[config.mk]
export PLATFORM = sky130hd
export DESIGN_NAME = bmp24_stream_decoder_top
export DESIGN_NICKNAME = d
export VERILOG_FILES = /design/src/bmp24_pkg.sv /design/src/bmp24_stream_decoder_top.sv /design/src/bmp24_hdr.sv
export VERILOG_INCLUDE_DIRS = /design/src /design/src/src
export SDC_FILE = /design/constraint.sdc
export NUM_CORES = 1
export LEC_CHECK = 0
export BUFFER_PORTS_ARGS = -buffer_cell sky130_fd_sc_hd__buf_2
export CORE_MARGIN = 4
export CORE_UTILIZATION = 51
export DETAILED_ROUTE_END_ITERATION = 10
export PLACE_DENSITY = 0.69
export SLEW_MARGIN = 20
export SYNTH_ARGS = -nofsm -noshare
export SYNTH_HDL_FRONTEND = slang
export SYNTH_SLANG_ARGS = --single-unit
[constraint.sdc]
create_clock -name clk -period 17.3 [get_ports clk]
set_input_delay 3.46 -clock clk [delete_from_list [all_inputs] [get_ports clk]]
set_output_delay 3.46 -clock clk [all_outputs]
set_load 0.005 [all_outputs]
[src/assert_macros.svh]
`ifndef ASSERT_MACROS_SVH
`define ASSERT_MACROS_SVH

// Same-cycle implication, sampled on clk and disabled while rst_n is low.
`define ASSERT_IMPLY(lbl, ante, cons, msg) \
  lbl: assert property (@(posedge clk) disable iff (!rst_n) (ante) |-> (cons)) \
    else $error(msg);

// Next-cycle implication, sampled on clk and disabled while rst_n is low.
`define ASSERT_NEXT(lbl, ante, cons, msg) \
  lbl: assert property (@(posedge clk) disable iff (!rst_n) (ante) |=> (cons)) \
    else $error(msg);

`endif

[src/bmp24_pkg.sv]
`default_nettype none

package bmp24_pkg;

  // Error codes carried in the result's error field.
  localparam logic [3:0] ERR_NONE   = 4'd0;
  localparam logic [3:0] ERR_SIG    = 4'd1;
  localparam logic [3:0] ERR_INFO   = 4'd2;
  localparam logic [3:0] ERR_PLANES = 4'd3;
  localparam logic [3:0] ERR_DEPTH  = 4'd4;
  localparam logic [3:0] ERR_COMP   = 4'd5;
  localparam logic [3:0] ERR_DIMS   = 4'd6;
  localparam logic [3:0] ERR_CTAB   = 4'd7;
  localparam logic [3:0] ERR_OFFSET = 4'd8;
  localparam logic [3:0] ERR_BIG    = 4'd9;
  localparam logic [3:0] ERR_TRUNC  = 4'd10;

  // File header plus info header is 54 bytes.
  localparam logic [5:0]  HDR_LAST  = 6'd53;
  localparam logic [31:0] HDR_BYTES = 32'd54;

  typedef struct packed {
    logic [3:0] code;      // lowest-numbered header fault bit set so far
    logic       top_down;  // negative height in the header
    logic       start54;   // pixel data follows the header directly
  } hdr_stat_t;

endpackage

`default_nettype wire

[src/bmp24_stream_decoder_top.sv]
// Path: the byte that causes a result is held in the input register, and the result
// in the result register (one input register, one result register).
// Throughput: one byte per cycle; the input register advances whenever the result
// register is empty or being taken, so a stalled output stops the input after one byte.
// Reset: synchronous, active low; it returns the parser to the start of a file header.
`default_nettype none
`include "assert_macros.svh"

module bmp24_stream_decoder_top
  import bmp24_pkg::*;
#(
  parameter int MAX_WIDTH  = 4096,
  parameter int MAX_HEIGHT = 4096
) (
  input  wire logic        clk,
  input  wire logic        rst_n,
  input  wire logic        in_tvalid,
  output logic             in_tready,
  input  wire logic [7:0]  in_tdata,   // data_byte[7:0]
  input  wire logic        in_tlast,   // end_of_file
  output logic             out_tvalid,
  input  wire logic        out_tready,
  output logic [55:0]      out_tdata,  // red[7:0], green[15:8], blue[23:16],
                                       // column[35:24], row[47:36], error_code[51:48]
  output logic             out_tuser,  // kind
  output logic             out_tlast   // last_pixel
);

  localparam int WW = $clog2(MAX_WIDTH + 1);
  localparam int HW = $clog2(MAX_HEIGHT + 1);

  typedef enum logic [2:0] {PH_HEADER, PH_SKIP, PH_PIXEL, PH_PAD, PH_DRAIN} phase_t;

  phase_t        phase_r, phase_nxt;
  logic [31:0]   pos_r, pos_nxt;
  logic [WW-1:0] col_r, col_nxt;
  logic [HW-1:0] row_r, row_nxt;
  logic [1:0]    bip_r, bip_nxt;
  logic [1:0]    pad_r, pad_nxt;
  logic [7:0]    blue_r, blue_nxt;
  logic [7:0]    green_r, green_nxt;

  logic          s1_vld_r;
  logic [7:0]    s1_byte_r;
  logic          s1_eof_r;

  logic          out_vld_r;
  logic          out_kind_r;
  logic [7:0]    out_red_r, out_green_r, out_blue_r;
  logic [11:0]   out_col_r, out_row_r;
  logic [3:0]    out_err_r;
  logic          out_last_r;

  logic          emit, e_kind, e_last;
  logic [3:0]    e_err;
  logic [11:0]   e_col, e_row;
  logic          restart;

  logic          res_free, go;
  logic          hdr_en;
  hdr_stat_t     hstat;
  logic [WW-1:0] width;
  logic [HW-1:0] height;
  logic [31:0]   pix_start;

  logic [WW-1:0] col_inc;
  logic [HW-1:0] row_inc;
  logic          col_end, row_end;
  logic [1:0]    pad_dec;
  logic [3:0]    hcode;

  assign res_free  = !out_vld_r || out_tready;
  assign go        = s1_vld_r && res_free;
  assign in_tready = !s1_vld_r || res_free;
  assign hdr_en    = go && (phase_r == PH_HEADER);

  bmp24_hdr #(
    .MAX_WIDTH  (MAX_WIDTH),
    .MAX_HEIGHT (MAX_HEIGHT)
  ) u_hdr (
    .clk       (clk),
    .rst_n     (rst_n),
    .hdr_en    (hdr_en),
    .hdr_clr   (go && restart),
    .pos       (pos_r[5:0]),
    .data_byte (s1_byte_r),
    .stat      (hstat),
    .width     (width),
    .height    (height),
    .pix_start (pix_start)
  );

  assign col_inc = col_r + WW'(1);
  assign row_inc = row_r + HW'(1);
  assign col_end = (col_inc == width);
  assign row_end = (row_inc == height);
  assign pad_dec = pad_r - 2'd1;

  always_comb begin
    phase_nxt = phase_r;
    pos_nxt   = pos_r;
    col_nxt   = col_r;
    row_nxt   = row_r;
    bip_nxt   = bip_r;
    pad_nxt   = pad_r;
    blue_nxt  = blue_r;
    green_nxt = green_r;
    emit      = 1'b0;
    e_kind    = 1'b1;
    e_err     = ERR_TRUNC;
    e_col     = '0;
    e_row     = '0;
    e_last    = 1'b0;
    restart   = s1_eof_r;
    hcode     = hstat.code;

    case (phase_r)
      PH_HEADER: begin
        pos_nxt = pos_r + 32'd1;
        if (pos_r[5:0] == HDR_LAST) begin
          if (hcode == ERR_NONE && s1_eof_r) begin
            hcode = ERR_TRUNC;
          end
          if (hcode != ERR_NONE) begin
            emit  = 1'b1;
            e_err = hcode;
            if (!s1_eof_r) begin
              phase_nxt = PH_DRAIN;
            end
          end else begin
            phase_nxt = hstat.start54 ? PH_PIXEL : PH_SKIP;
          end
        end else begin
          emit = s1_eof_r;
        end
      end
      PH_SKIP: begin
        pos_nxt = pos_r + 32'd1;
        if (pos_r == pix_start - 32'd1) begin
          phase_nxt = PH_PIXEL;
        end
        emit = s1_eof_r;
      end
      PH_PIXEL: begin
        case (bip_r)
          2'd0: begin
            blue_nxt = s1_byte_r;
            bip_nxt  = 2'd1;
            emit     = s1_eof_r;
          end
          2'd1: begin
            green_nxt = s1_byte_r;
            bip_nxt   = 2'd2;
            emit      = s1_eof_r;
          end
          default: begin
            bip_nxt = 2'd0;
            col_nxt = col_inc;
            if (col_end) begin
              col_nxt = '0;
              pad_nxt = 2'(width);
              if (2'(width) != 2'd0) begin
                phase_nxt = PH_PAD;
              end else begin
                row_nxt   = row_inc;
                phase_nxt = row_end ? PH_DRAIN : PH_PIXEL;
              end
            end
            emit = 1'b1;
            // Truncation replaces the pixel unless this was the image's final byte.
            if (!(s1_eof_r && phase_nxt == PH_DRAIN) && !(!s1_eof_r)) begin
              e_kind = 1'b1;
            end else begin
              e_kind = 1'b0;
              e_err  = ERR_NONE;
              e_col  = 12'(col_r);
              e_row  = hstat.top_down ? 12'(row_r) : 12'(height - HW'(1) - row_r);
              e_last = col_end && row_end;
            end
          end
        endcase
      end
      PH_PAD: begin
        pad_nxt = pad_dec;
        if (pad_dec == 2'd0) begin
          row_nxt   = row_inc;
          phase_nxt = row_end ? PH_DRAIN : PH_PIXEL;
        end
        emit = s1_eof_r && (phase_nxt != PH_DRAIN);
      end
      PH_DRAIN: begin
        emit = 1'b0;
      end
      default: begin
        phase_nxt = PH_HEADER;
      end
    endcase

    // The end-of-file byte always returns the parser to the start of a file.
    if (restart) begin
      phase_nxt = PH_HEADER;
      pos_nxt   = '0;
      col_nxt   = '0;
      row_nxt   = '0;
      bip_nxt   = '0;
      pad_nxt   = '0;
    end
  end

  always_ff @(posedge clk) begin
    if (!rst_n) begin
      phase_r  <= PH_HEADER;
      pos_r    <= '0;
      col_r    <= '0;
      row_r    <= '0;
      bip_r    <= '0;
      pad_r    <= '0;
      s1_vld_r <= 1'b0;
      out_vld_r <= 1'b0;
    end else begin
      if (in_tready) begin
        s1_vld_r <= in_tvalid;
      end
      if (go) begin
        phase_r   <= phase_nxt;
        pos_r     <= pos_nxt;
        col_r     <= col_nxt;
        row_r     <= row_nxt;
        bip_r     <= bip_nxt;
        pad_r     <= pad_nxt;
        out_vld_r <= emit;
      end else if (out_tready) begin
        out_vld_r <= 1'b0;
      end
    end
  end

  always_ff @(posedge clk) begin
    if (in_tready) begin
      s1_byte_r <= in_tdata;
      s1_eof_r  <= in_tlast;
    end
    if (go) begin
      blue_r  <= blue_nxt;
      green_r <= green_nxt;
      if (emit) begin
        out_kind_r  <= e_kind;
        out_red_r   <= e_kind ? 8'd0 : s1_byte_r;
        out_green_r <= e_kind ? 8'd0 : green_r;
        out_blue_r  <= e_kind ? 8'd0 : blue_r;
        out_col_r   <= e_col;
        out_row_r   <= e_row;
        out_err_r   <= e_err;
        out_last_r  <= e_last;
      end
    end
  end

  assign out_tvalid = out_vld_r;
  assign out_tuser  = out_kind_r;
  assign out_tlast  = out_last_r;
  assign out_tdata  = {4'd0, out_err_r, out_row_r, out_col_r,
                       out_blue_r, out_green_r, out_red_r};

  `ASSERT_IMPLY(a_err_no_last, out_vld_r && out_kind_r, !out_last_r,
                "error result marked as last pixel")
  `ASSERT_IMPLY(a_err_has_code, out_vld_r && out_kind_r, out_err_r != ERR_NONE,
                "error result without error code")
  `ASSERT_IMPLY(a_pix_no_code, out_vld_r && !out_kind_r, out_err_r == ERR_NONE,
                "pixel result with error code")
  `ASSERT_NEXT(a_eof_restart, go && s1_eof_r, phase_r == PH_HEADER && pos_r == 32'd0,
               "end of file did not restart the parser")
  `ASSERT_IMPLY(a_pad_nonzero, phase_r == PH_PAD, pad_r != 2'd0,
                "padding phase with no padding left")

endmodule

`default_nettype wire

[src/bmp24_hdr.sv]
`default_nettype none

module bmp24_hdr
  import bmp24_pkg::*;
#(
  parameter int MAX_WIDTH  = 4096,
  parameter int MAX_HEIGHT = 4096,
  localparam int WW = $clog2(MAX_WIDTH + 1),
  localparam int HW = $clog2(MAX_HEIGHT + 1)
) (
  input  wire logic          clk,
  input  wire logic          rst_n,
  input  wire logic          hdr_en,
  input  wire logic          hdr_clr,
  input  wire logic [5:0]    pos,
  input  wire logic [7:0]    data_byte,
  output hdr_stat_t          stat,
  output logic [WW-1:0]      width,
  output logic [HW-1:0]      height,
  output logic [31:0]        pix_start
);

  localparam logic [5:0] P_SIG    = 6'd1;
  localparam logic [5:0] P_OFFSET = 6'd13;
  localparam logic [5:0] P_INFO   = 6'd17;
  localparam logic [5:0] P_WIDTH  = 6'd21;
  localparam logic [5:0] P_HEIGHT = 6'd25;
  localparam logic [5:0] P_PLANES = 6'd27;
  localparam logic [5:0] P_DEPTH  = 6'd29;
  localparam logic [5:0] P_COMP   = 6'd33;
  localparam logic [5:0] P_CTAB   = 6'd49;

  localparam int NF = 10;
  localparam logic [3:0] FAULT_CODE [NF] = '{ERR_SIG, ERR_INFO, ERR_PLANES, ERR_DEPTH,
                                             ERR_COMP, ERR_DIMS, ERR_CTAB, ERR_OFFSET,
                                             ERR_DIMS, ERR_BIG};

  logic [31:0]   scratch_r;
  logic [31:0]   start_r;
  logic [WW-1:0] width_r;
  logic [HW-1:0] height_r;
  logic          top_down_r;
  logic          wneg_r;
  logic          wzero_r;
  logic          wbig_r;
  logic [NF-1:0] faults_r;
  logic [NF-1:0] faults_nxt;

  logic [31:0]   v;
  logic [15:0]   h16;
  logic [31:0]   absh;
  logic [NF-1:0] new_f;
  logic [3:0]    code;

  // The newest byte enters at the top, so v holds the last four bytes little-endian.
  assign v    = {data_byte, scratch_r[31:8]};
  assign h16  = v[31:16];
  assign absh = v[31] ? (~v + 32'd1) : v;

  always_comb begin
    new_f = '0;
    case (pos)
      P_SIG:    new_f[0] = (h16 != 16'h4D42);
      P_OFFSET: new_f[7] = (v < HDR_BYTES);
      P_INFO:   new_f[1] = (v != 32'd40);
      P_HEIGHT: begin
        new_f[5] = wneg_r | wzero_r | (v == 32'd0);
        new_f[8] = (v == 32'h8000_0000);
        new_f[9] = wbig_r | (absh > 32'(MAX_HEIGHT));
      end
      P_PLANES: new_f[2] = (h16 != 16'd1);
      P_DEPTH:  new_f[3] = (h16 != 16'd24);
      P_COMP:   new_f[4] = (v != 32'd0);
      P_CTAB:   new_f[6] = (v != 32'd0);
      default:  new_f = '0;
    endcase
  end

  always_comb begin
    faults_nxt = faults_r;
    if (hdr_clr) begin
      faults_nxt = '0;
    end else if (hdr_en) begin
      faults_nxt = faults_r | new_f;
    end
  end

  // Lowest set fault bit wins.
  always_comb begin
    code = ERR_NONE;
    for (int i = NF - 1; i >= 0; i--) begin
      if (faults_r[i]) begin
        code = FAULT_CODE[i];
      end
    end
  end

  always_ff @(posedge clk) begin
    if (!rst_n) begin
      faults_r <= '0;
    end else begin
      faults_r <= faults_nxt;
    end
  end

  always_ff @(posedge clk) begin
    if (hdr_en) begin
      scratch_r <= v;
      case (pos)
        P_OFFSET: start_r <= v;
        P_WIDTH: begin
          width_r <= WW'(v);
          wneg_r  <= v[31];
          wzero_r <= (v == 32'd0);
          wbig_r  <= (v > 32'(MAX_WIDTH));
        end
        P_HEIGHT: begin
          height_r   <= HW'(absh);
          top_down_r <= v[31];
        end
        default: ;
      endcase
    end
  end

  assign stat.code     = code;
  assign stat.top_down = top_down_r;
  assign stat.start54  = (start_r == HDR_BYTES);
  assign width         = width_r;
  assign height        = height_r;
  assign pix_start     = start_r;

endmodule

`default_nettype wire
==> results.md, run 1 <==
- WL met2: 13.8 mm
- GRT overflow: 0
- Layout Cells excl Fill: 1640
- Status: finished clean
- Hold path cells: 2
- GP Congestion: 0.891
- ANT nets after route: 0
- Initial antenna violation count: 0
- Worst min-delay path class: flop to flop
- Crit share post-route: 0.458
- Unique masters post-synth: 71
- Count of final hold-check violations: 0
- Final setup TNS: 0 ns
- DRC errors left: 0
- Stages on worst setup path: 4
- Clock power frac: 0.442
- Worst-Skew Late Latency: 0.53 ns
- I/O pin cnt: 73
- Placed cell area: 0.0132 mm2
- Delay-heaviest family, CP: simple AND/OR/NAND/NOR gates
- Critical path's slowest cell: nand2_1
- ANT cells: 0
- DPL Wire Length: 20.1 mm
- CP Buf/Inv Count: 2
- Critical Path, Cell by Cell: buf_2, nor2b_1, nand2_1, buf_2
- Placed insts: 1592
- First-pass GRT wire length: 46.3 mm
- Initial Util: 0.517
- Design area: 0.0140 mm2
- CTS sink cnt: 242
- DR vias/cell: 5.79
- CTS tree: done
- Leakage power: 4.70 nW
- Setup Skew: 0.0160 ns
- Metal3 WL: 1.67 mm
- Avg Cell Area, Syn: 10.0 um2
- Post_cts resized: 0
- Synth Cell Area: 0.0125 mm2
- Hold EP: u_hdr.faults_r[5]
- Worst Path Arrival: 4.46 ns
- Asr flop ratio synth: 0
- Minimum clock period: 7.92 ns
- Internal cell power: 961 uW
- FF-to-FF End: phase_r[2]
- CTS buffer count: 26
- DRT iter0 DRCs: 850
- Crit Reg-Reg Startpoint: u_hdr.pix_start[7]
- Worst EP required: 13.84 ns
- Slew Limit Fails: 0
- Vias: 9497
- Wirelength, routed: 28.8 mm
- Max Root-Sink Buffers: 3
- Final Power: 1.22 mW
- Rel. slew slack: 0.396
- Final setup viols: 0
- Core region area: 0.0242 mm2
- Net switching power: 261 uW
- Port Buffers: 68
- Kind of critical path: input pin to primary output
- Post-CTS setup buffers: 0
- Sequential area share after synthesis: 0.518
- Die width: 165 um
- Area of the die: 0.0271 mm2
- FF+latch count, synth: 242
- Core Rows: 57
- Post-synth EDFFs: 165
- Synth top area share: 0.395
- Seq pwr share: 0.524
- Max-cap violations: 0
- CTS H-tree depth: 1
- Clock slew at reported path FFs: 0.06 ns
- Area contributors post-synth: edfxtp_1 40%, dfxtp_1 12%, xnor2_1 5.2%
- Worst slew pin tran: 0.883 ns
- Share of layout cells above drive strength 1: 0.112
- Critical path's largest stage delay: 0.40 ns
- Synth-to-layout area growth: 11.7%
- Hold WS: 0.509 ns
- Comb pwr share: 0.034
- Maximum vdd ir drop: 103 uV
- Sw frac: 0.214
- FF-to-FF path depth: 9
- Largest net degree at the start of global routing: 56
- Vias in the first global route: 8861
- First-pass DRT Iterations: 5
- R2r setup slk: 13.28 ns
- GR Util All Layers: 0.211
- Synth warn: 0
- CP Launch Type: input pin
- Cell taking the most area after synthesis: edfxtp_1
- Nets: 1329
- Commonest register cell after synthesis: edfxtp_1
- Total power per unit cell area: 87.3 mW/mm2
- DIE HEIGHT: 165 um
- WL per Instance: 17.6 um
- Fmax: 0.126 GHz
- Cell mode on critical path: buf_2
- RSZ-0062 raised after global routing: false
- M1 WL: 12.6 mm
- CP max FO: 10
- CTS Hold Bufs: 0
- Worst setup EP type: primary output
- Top sig layer: met4
- Mapped Cells: 1248
- CTS root buf: clkbuf_16
- Hold wc startpoint: u_hdr.faults_r[5]
[through the flow]
stage | worst slack (ns) | util
after floorplan | 7.81 | -
after CTS | 9.40 | 0.577
after global placement | 9.44 | 0.542
final | 9.38 | 0.577
after global routing | 9.32 | 0.577
after detailed placement | 9.42 | 0.542
[metal layers]
layer,GRT usage,vias up
met2,0.351,284
met4,0.0575,0
met5,0,-
li1,-,4628
met3,0.0265,55
met1,0.294,4530
[worst min-delay path: cells and delay by family, from the launching register on]
| kind | cells | cell delay [ns] |
|---|---|---|
| flops | 1 | 0.35 |
| compound gates | 1 | 0.05 |
| simple gates | 1 | 0.08 |
[cell usage after synthesis (all sizes together), types with 30 or more instances]
cell type and instances:
edfxtp 165, dfxtp 77, nor3 55, a21oi 69, and2 37, xnor2 75, nor4 30, nand2 80
nor2 146, xor2 62, nand3 41, o21ai 55, clkbuf 56, inv 36
[cells by family after synthesis]
group,share of synthesized area
flops,0.518
buf+inv,0.0314
other cells,0.000299
mux,0.0106
xor+xnor,0.0957
compound gates,0.111
fa+ha+maj,0.0206
simple gates,0.212
[state kept, by name, summed over array words and instances, names as in the netlist, 3 cells and up]
register,count
pos_r,32
u_hdr.pix_start,32
u_hdr.scratch_r,24
col_r,13
row_r,13
u_hdr.height,13
u_hdr.width,13
out_col_r,12
out_row_r,12
u_hdr.faults_r,10
blue_r,8
green_r,8
out_blue_r,8
out_green_r,8
out_red_r,8
s1_byte_r,8
out_err_r,4
phase_r,3
[area by class of cell]
cell class	count	area, um2
well taps	324	405
fillers	2120	10300
repair buffers	81	438
flip-flops and latches	242	6500
clock inverters	15	133
multi-input cells	909	5680
inverters	36	135
clock buffers	33	708
[power by group through the flow]
stage | clock [mW] | combinational (mW) | sequential, mW
after floorplan | 0 | 0.0269 | 0.648
after global placement | 0 | 0.0406 | 0.653
after detailed placement | 0 | 0.0412 | 0.653
after CTS | 0.550 | 0.0415 | 0.641
after global routing | 0.573 | 0.0462 | 0.642
final | 0.540 | 0.0413 | 0.641
[placed cells by master, fill, tap and decap left out, types with 5 or more instances in the layout]
cell type    n
nand3_1     41
nor3_1      51
a21o_1       6
nor2b_1     16
xor2_1      62
nand4b_1     6
or2_2        6
o31ai_1      7
and3_1      12
a31oi_1     17
edfxtp_1   165
ha_1        19
inv_1       35
nor3b_1      7
nand3b_1     5
and2_1      35
nand2_1     80
nor2_1     146
clkbuf_16   27
or4_1        8
a22oi_1      6
nor4_1      27
buf_2       68
nand4_1     25
nand2b_1    12
clkinv_2     6
buf_4       13
dfxtp_1     77
a211oi_1     7
a32oi_1      5
mux2i_1     11
o21ai_0     54
or3_1       19
a21oi_1     68
xnor2_1     75
o21a_1       6
a41oi_1      5
clkbuf_1     5
[worst max-delay path by stage]
stage / startpoint / end / slack, ns
2_1_floorplan: out_tready / u_hdr.faults_r[7] / 7.81
5_1_grt: out_tready / in_tready / 9.32
4_1_cts: out_tready / in_tready / 9.40
3_3_place_gp: out_tready / in_tready / 9.44
6_report: out_tready / in_tready / 9.38
3_5_place_dp: out_tready / in_tready / 9.42
Power figures use the tool's default switching activity.
==> run 2, diff against run 1 <==
--- a/config.mk
+++ b/config.mk
@@ -6,11 +6,12 @@
 export SDC_FILE = /design/constraint.sdc
 export NUM_CORES = 1
 export LEC_CHECK = 0
+export ABC_AREA = 1
 export BUFFER_PORTS_ARGS = -buffer_cell sky130_fd_sc_hd__buf_2
 export CORE_MARGIN = 4
 export CORE_UTILIZATION = 51
 export DETAILED_ROUTE_END_ITERATION = 10
-export PLACE_DENSITY = 0.69
+export PLACE_DENSITY = 0.68
 export SLEW_MARGIN = 20
 export SYNTH_ARGS = -nofsm -noshare
 export SYNTH_HDL_FRONTEND = slang
==> constraint.sdc (replaced) <==
create_clock -name clk -period 7.6 [get_ports clk]
set_input_delay 1.52 -clock clk [delete_from_list [all_inputs] [get_ports clk]]
set_output_delay 1.52 -clock clk [all_outputs]
set_load 0.005 [all_outputs]
==> run 2 against run 1 <==
Sequential share of layout area decreased by 3.2 points. Clock skew decreased by 0.0056 ns. Largest power group unchanged. Sequential power increased by 130%. Worst hold slack got worse by 0.024 ns. Clock-buffer cell count decreased by 4. Global-route usage increased by 2.2 points. Power increased by 150%. First-iteration DRC count increased by 24%. Cell area increased by 7.5%. Sequential cell count unchanged. Synthesized cell count increased by 37%. Wire length increased by 19%.
==> results.md, run 2 <==
- Status: finished clean
- Commonest register cell after synthesis: edfxtp_1
- CTS tree: done
- Core region area: 0.0260 mm2
- DRT iter0 DRCs: 1051
- DIE HEIGHT: 170 um
- Critical Path, Cell by Cell: buf_2, inv_1, nand3_1, buf_2
- Placed cell area: 0.0141 mm2
- Critical path's largest stage delay: 0.48 ns
- Delay-heaviest family, CP: buffers and inverters
- Asr flop ratio synth: 0
- Initial Util: 0.517
- Setup Skew: 0.0104 ns
- Register area: 0.00650 mm2
- First-pass DRT Iterations: 6
- Wirelength, routed: 34.4 mm
- Area of the multi-input gates: 0.00588 mm2
- Commonest non-fill, non-tap cell in the layout: nand2_1
- Core Util, Final: 0.579
- Avg Cell Area, Syn: 7.84 um2
- Cell mode on critical path: buf_2
- Total power per unit cell area: 199 mW/mm2
- Maximum vdd ir drop: 188 uV
- Crit Reg-Reg Startpoint: col_r[1]
- CTS sink cnt: 242
- Final setup viols: 0
- Max-cap violations: 0
- FF+latch count, synth: 242
- Final Power: 3.00 mW
- CTS H-tree depth: 1
- CP max FO: 11
- Synth-to-layout area growth: 12.0%
- CP Buf/Inv Count: 3
- Core Rows: 59
- Met1 usage in global routing: 0.314
- Design area: 0.0150 mm2
- GP Congestion: 0.958
- R2r setup slk: 4.02 ns
- DRC errors left: 0
- Post_cts resized: 0
- Post-synth EDFFs: 165
- GRT overflow: 0
- Area of the die: 0.0290 mm2
- I/O pin cnt: 73
- GR peak layer: met2
- ANT cells: 0
- RSZ-0062 raised after global routing: false
- Crit share post-route: 0.534
- Final setup TNS: 0 ns
- Initial antenna violation count: 0
- Commonest non-fill, non-tap cells in the layout: 408 x nand2_1, 274 x nor2_1, 231 x inv_1, 165 x edfxtp_1, 108 x nand3_1
- Placed insts: 2095
- CP Launch Type: input pin
- FF-to-FF End: out_err_r[3]
- Clock slew at reported path FFs: 0.06 ns
- Worst-Skew Late Latency: 0.54 ns
- DPL Wire Length: 25.7 mm
- Sequential area share after synthesis: 0.484
- Worst min-delay path class: flop to flop
- Cell taking the most area after synthesis: edfxtp_1
- Slew Limit Fails: 0
- ANT nets after route: 0
- Minimum clock period: 4.06 ns
- Max Root-Sink Buffers: 3
- Die width: 170 um
- Leakage power: 5.97 nW
- Count leader, synth: nand2_1
- Fmax: 0.246 GHz
- Count of final hold-check violations: 0
- Critical path endpoint: in_tready
- Synth Cell Area: 0.0134 mm2
- Kind of critical path: input pin to primary output
- FF-to-FF path depth: 17
- Mapped Cells: 1713
- Worst slew pin tran: 1.06 ns
- CTS Hold Bufs: 0
- Worst Path Arrival: 2.54 ns
- Vias in the first global route: 10831
- Vias: 11491
- Worst EP required: 6.08 ns
- Fill count: 2367
- GR met3 Demand/Resource: 0.0402
- Stages on worst setup path: 4
- Post-synth top cells: 408 x nand2_1, 276 x nor2_1, 232 x inv_1, 165 x edfxtp_1, 108 x nand3_1
- Synth warn: 0
- DR vias/cell: 5.36
- Port Buffers: 68
- Unique masters post-synth: 53
- Crit path launch: out_tready
- Critical path's slowest cell: nand3_1
- CTS buffer count: 27
- Layout Cells excl Fill: 2145
- Largest net degree at the start of global routing: 55
- Post-CTS setup buffers: 0
- Worst setup EP type: primary output
- WL per Instance: 16.0 um
- Nets: 1822
- GR Util All Layers: 0.234
- Rel. slew slack: 0.286
- Synth top area share: 0.369
- Area contributors post-synth: edfxtp_1 37%, dfxtp_1 11%, nand2_1 11%
- Global routing met2 resource utilization: 0.393
- CTS root buf: clkbuf_16
- Share of layout cells above drive strength 1: 0.0890
- First-pass GRT wire length: 55.1 mm
[run 2: worst min-delay path by stage]
stage	depth (start not counted)	to	slack (ns)	startpoint
after detailed placement	2	u_hdr.faults_r[9]	0.48	u_hdr.faults_r[9]
after global placement	2	u_hdr.faults_r[9]	0.47	u_hdr.faults_r[9]
after global routing	2	u_hdr.faults_r[9]	0.50	u_hdr.faults_r[9]
after CTS	2	u_hdr.faults_r[9]	0.49	u_hdr.faults_r[9]
final	2	u_hdr.faults_r[9]	0.48	u_hdr.faults_r[9]
after floorplan	2	u_hdr.faults_r[9]	0.45	u_hdr.faults_r[9]
[run 2: power by group]
part           internal (mW)  leakage, nW  switching (mW)  total (mW)
clock                  0.858        0.458           0.543        1.40
sequential              1.43         2.14          0.0292        1.46
combinational         0.0459         3.38          0.0968       0.143
[run 2: final cells by class]
cell class,instances,share of cell area
flip-flops and latches,242,0.432
well taps,335,0.0279
repair buffers,77,0.0271
inverters,235,0.0586
multi-input cells,1206,0.391
clock buffers,29,0.0454
clock inverters,21,0.0184
[run 2: cells by family (layout without fill, tap and decap cells)]
family          Yosys count  after routing  synth area share
flops                   242            242             0.484
other cells               1              4          0.000279
simple gates            931            931             0.296
buf+inv                 268            362            0.0812
fa+ha+maj                20             20            0.0192
compound gates          184            184            0.0747
xor+xnor                 67             67            0.0447
[run 2: through the flow]
stage               hold WS (ns)  setup slack, ns
CTS                        0.487             3.54
floorplan                  0.445             2.32
global route               0.500             3.46
global placement           0.467             3.60
finish                     0.485             3.54
detailed placement         0.478             3.48
[run 2: metal layers]
layer / up-vias / wire length, um
li1: 5765 / -
met1: 5302 / 15200
met2: 368 / 16400
met3: 56 / 2010
met4: 0 / 804
met5: - / 0
[run 2: worst reg2reg max path, cell delays in order (launching register included)]
cell and delay, ns:
dfxtp_1 0.40, ha_1 0.28, nand2_1 0.16, nor2_2 0.22, nand2_1 0.10, nand2_1 0.09
nand2_1 0.08, nand2_1 0.07, nand2_1 0.05, nor2_1 0.19, nand3_1 0.14, nor2_2 0.15
nand2_1 0.12, nand2_1 0.12, nand4_2 0.11, nand2_2 0.10, nand3_4 0.53, and2_2 0.44
==> run 3, diff against run 2 <==
==> constraint.sdc (replaced) <==
create_clock -name clk -period 3.77 [get_ports clk]
set_input_delay 0.754 -clock clk [delete_from_list [all_inputs] [get_ports clk]]
set_output_delay 0.754 -clock clk [all_outputs]
set_load 0.005 [all_outputs]
==> run 3 against run 2 <==
Die area is the same. Worst hold slack got worse by 0.098 ns. Clock skew increased by 0.0058 ns. Largest power group unchanged. Via count increased by 0.44%. Clock power up 110%. Register-to-register slack worse by 3.5 ns. Global-route usage down 0.11 points. First-iteration DRC count shrank 4.1%. Power up 100%.
==> results.md, run 3 (synthesis gave the netlist of run 2 again) <==
- Worst setup EP type: flop
- CP Launch Type: flop
- Post-CTS setup buffers: 0
- Kind of critical path: flop to flop
- Commonest non-fill, non-tap cells in the layout: 408 x nand2_1, 274 x nor2_1, 231 x inv_1, 165 x edfxtp_1, 108 x nand3_1
- Slew Limit Fails: 0
- Die width: 170 um
- Wirelength, routed: 34.3 mm
- Worst slew pin tran: 0.751 ns
- Fmax: 0.311 GHz
- Total power per unit cell area: 404 mW/mm2
- CP max FO: 37
- Area of the die: 0.0290 mm2
- Register area: 0.00650 mm2
- Vias in the first global route: 10982
- Setup Skew: 0.0162 ns
- Vias: 11541
- Nets: 1830
- CTS buffer count: 26
- Post_cts resized: 0
- Leakage power: 6.05 nW
- Place WS: 0.597 ns
- DRC errors left: 0
- Max-cap violations: 0
- Final WS setup: 0.560 ns
- Final setup TNS: 0 ns
- Max Root-Sink Buffers: 3
- DIE HEIGHT: 170 um
- Commonest non-fill, non-tap cell in the layout: nand2_1
- First-pass GRT wire length: 55.0 mm
- Maximum vdd ir drop: 397 uV
- Final setup viols: 0
- Clock power frac: 0.473
- Minimum clock period: 3.21 ns
- Worst Path Arrival: 3.49 ns
- Critical path's largest stage delay: 0.40 ns
- Share of layout cells above drive strength 1: 0.0925
- Clock slew at reported path FFs: 0.06 ns
- GR Util All Layers: 0.233
- Count of final hold-check violations: 0
- CP Buf/Inv Count: 2
- Synth-to-layout area growth: 12.8%
- Comb pwr share: 0.047
- Critical path's slowest cell: dfxtp_1
- Delay-heaviest family, CP: simple AND/OR/NAND/NOR gates
- Initial antenna violation count: 0
- Design area: 0.0152 mm2
- CTS H-tree depth: 1
- Initial Util: 0.517
- Internal cell power: 4.82 mW
- ANT nets after route: 0
- Layout Cells excl Fill: 2152
- CTS sink cnt: 242
- DR vias/cell: 5.36
- Net switching power: 1.31 mW
- Port Buffers: 68
- DPL Wire Length: 26.1 mm
- Seq pwr share: 0.479
- Worst-Skew Late Latency: 0.54 ns
- GP Congestion: 0.925
- Core Rows: 59
- Worst min-delay path class: input pin to flop
- Core region area: 0.0260 mm2
- Worst EP required: 4.05 ns
- Sw frac: 0.213
- GRT overflow: 0
- I/O pin cnt: 73
- ANT cells: 0
- CTS tree: done
- Hold WS: 0.387 ns
- Critical Path, Cell by Cell: ha_1, nand2_1, nor2_2, nand2_1, nand2_1, nand2_1, nand2_1, nand2_1, nor2_1, nand3_1, nor2_2, nand2_1, inv_1, nand2_2, nand4_2, nand2_2, nand3_4, buf_12, nor2_1
- First-pass DRT Iterations: 8
- Cell mode on critical path: nand2_1
- WL per Instance: 16.0 um
- DRT iter0 DRCs: 1008
- Rel. slew slack: 0.493
- Status: finished clean
- CTS Hold Bufs: 0
- Fill count: 2371
- Crit share post-route: 0.852
- Largest net degree at the start of global routing: 38
- Area of the multi-input gates: 0.00588 mm2
- CTS root buf: clkbuf_16
- RSZ-0062 raised after global routing: false
- Placed insts: 2104
- Placed cell area: 0.0142 mm2
==> run 3: cell types whose count changed in the layout (fill, tap and decap cells not counted), sizes merged <==
cell      previous run  this run
clkinvlp             4         1
buf                 77        86
clkinv              12         8
clkbuf              29        35
inv                234       232
bufinv               6         7
==> run 3: power by group through the flow <==
stage | clock network [mW] | registers (mW) | logic [mW]
detailed placement | 0 | 2.99 | 0.288
CTS | 2.95 | 2.93 | 0.290
floorplan | 0 | 2.97 | 0.206
global route | 3.07 | 2.94 | 0.329
global placement | 0 | 2.99 | 0.282
finish | 2.90 | 2.93 | 0.290
==> run 3: area by class of cell <==
type,instances,share of cell area
inverter,235,0.0582
clock buffer,35,0.0485
multi-input combinational,1206,0.388
sequential,242,0.429
tap,335,0.0277
clock inverter,13,0.0167
timing repair buffer,86,0.0322
==> run 3: through the flow <==
step | power [mW] | utilization
after floorplan | 3.17 | -
after global placement | 3.27 | 0.545
after detailed placement | 3.28 | 0.545
after CTS | 6.17 | 0.583
after global routing | 6.34 | 0.583
final | 6.12 | 0.583
==> run 3: path summary, 6_finish.rpt <==
| kind | startpoint | end | slack (ns) | cells past startpoint |
|---|---|---|---|---|
| setup reg to reg | col_r[1] | out_red_r[7] | 0.56 | 19 |
| setup / recovery | col_r[1] | out_red_r[7] | 0.56 | 19 |
| hold reg to reg | col_r[12] | col_r[12] | 0.49 | 2 |
| hold / removal | in_tdata[4] | s1_byte_r[4] | 0.39 | 1 |
==> run 3: layer usage <==
layer / vias up / global-route usage / wire [um]
met2: 387 / 0.384 / 15900
li1: 5779 / - / -
met3: 77 / 0.0400 / 2590
met1: 5298 / 0.315 / 15000
met4: 0 / 0.0726 / 917
met5: - / 0 / 0
==> run 3: worst register-to-register path, cell delays in order (launching register included) <==
cell	delay [ns]
dfxtp_1	0.40
ha_1	0.28
nand2_1	0.17
nor2_2	0.22
nand2_1	0.10
nand2_1	0.09
nand2_1	0.07
nand2_1	0.07
nand2_1	0.04
nor2_1	0.19
nand3_1	0.14
nor2_2	0.16
nand2_1	0.12
inv_1	0.11
nand2_2	0.08
nand4_2	0.09
nand2_2	0.07
nand3_4	0.19
buf_12	0.25
nor2_1	0.11
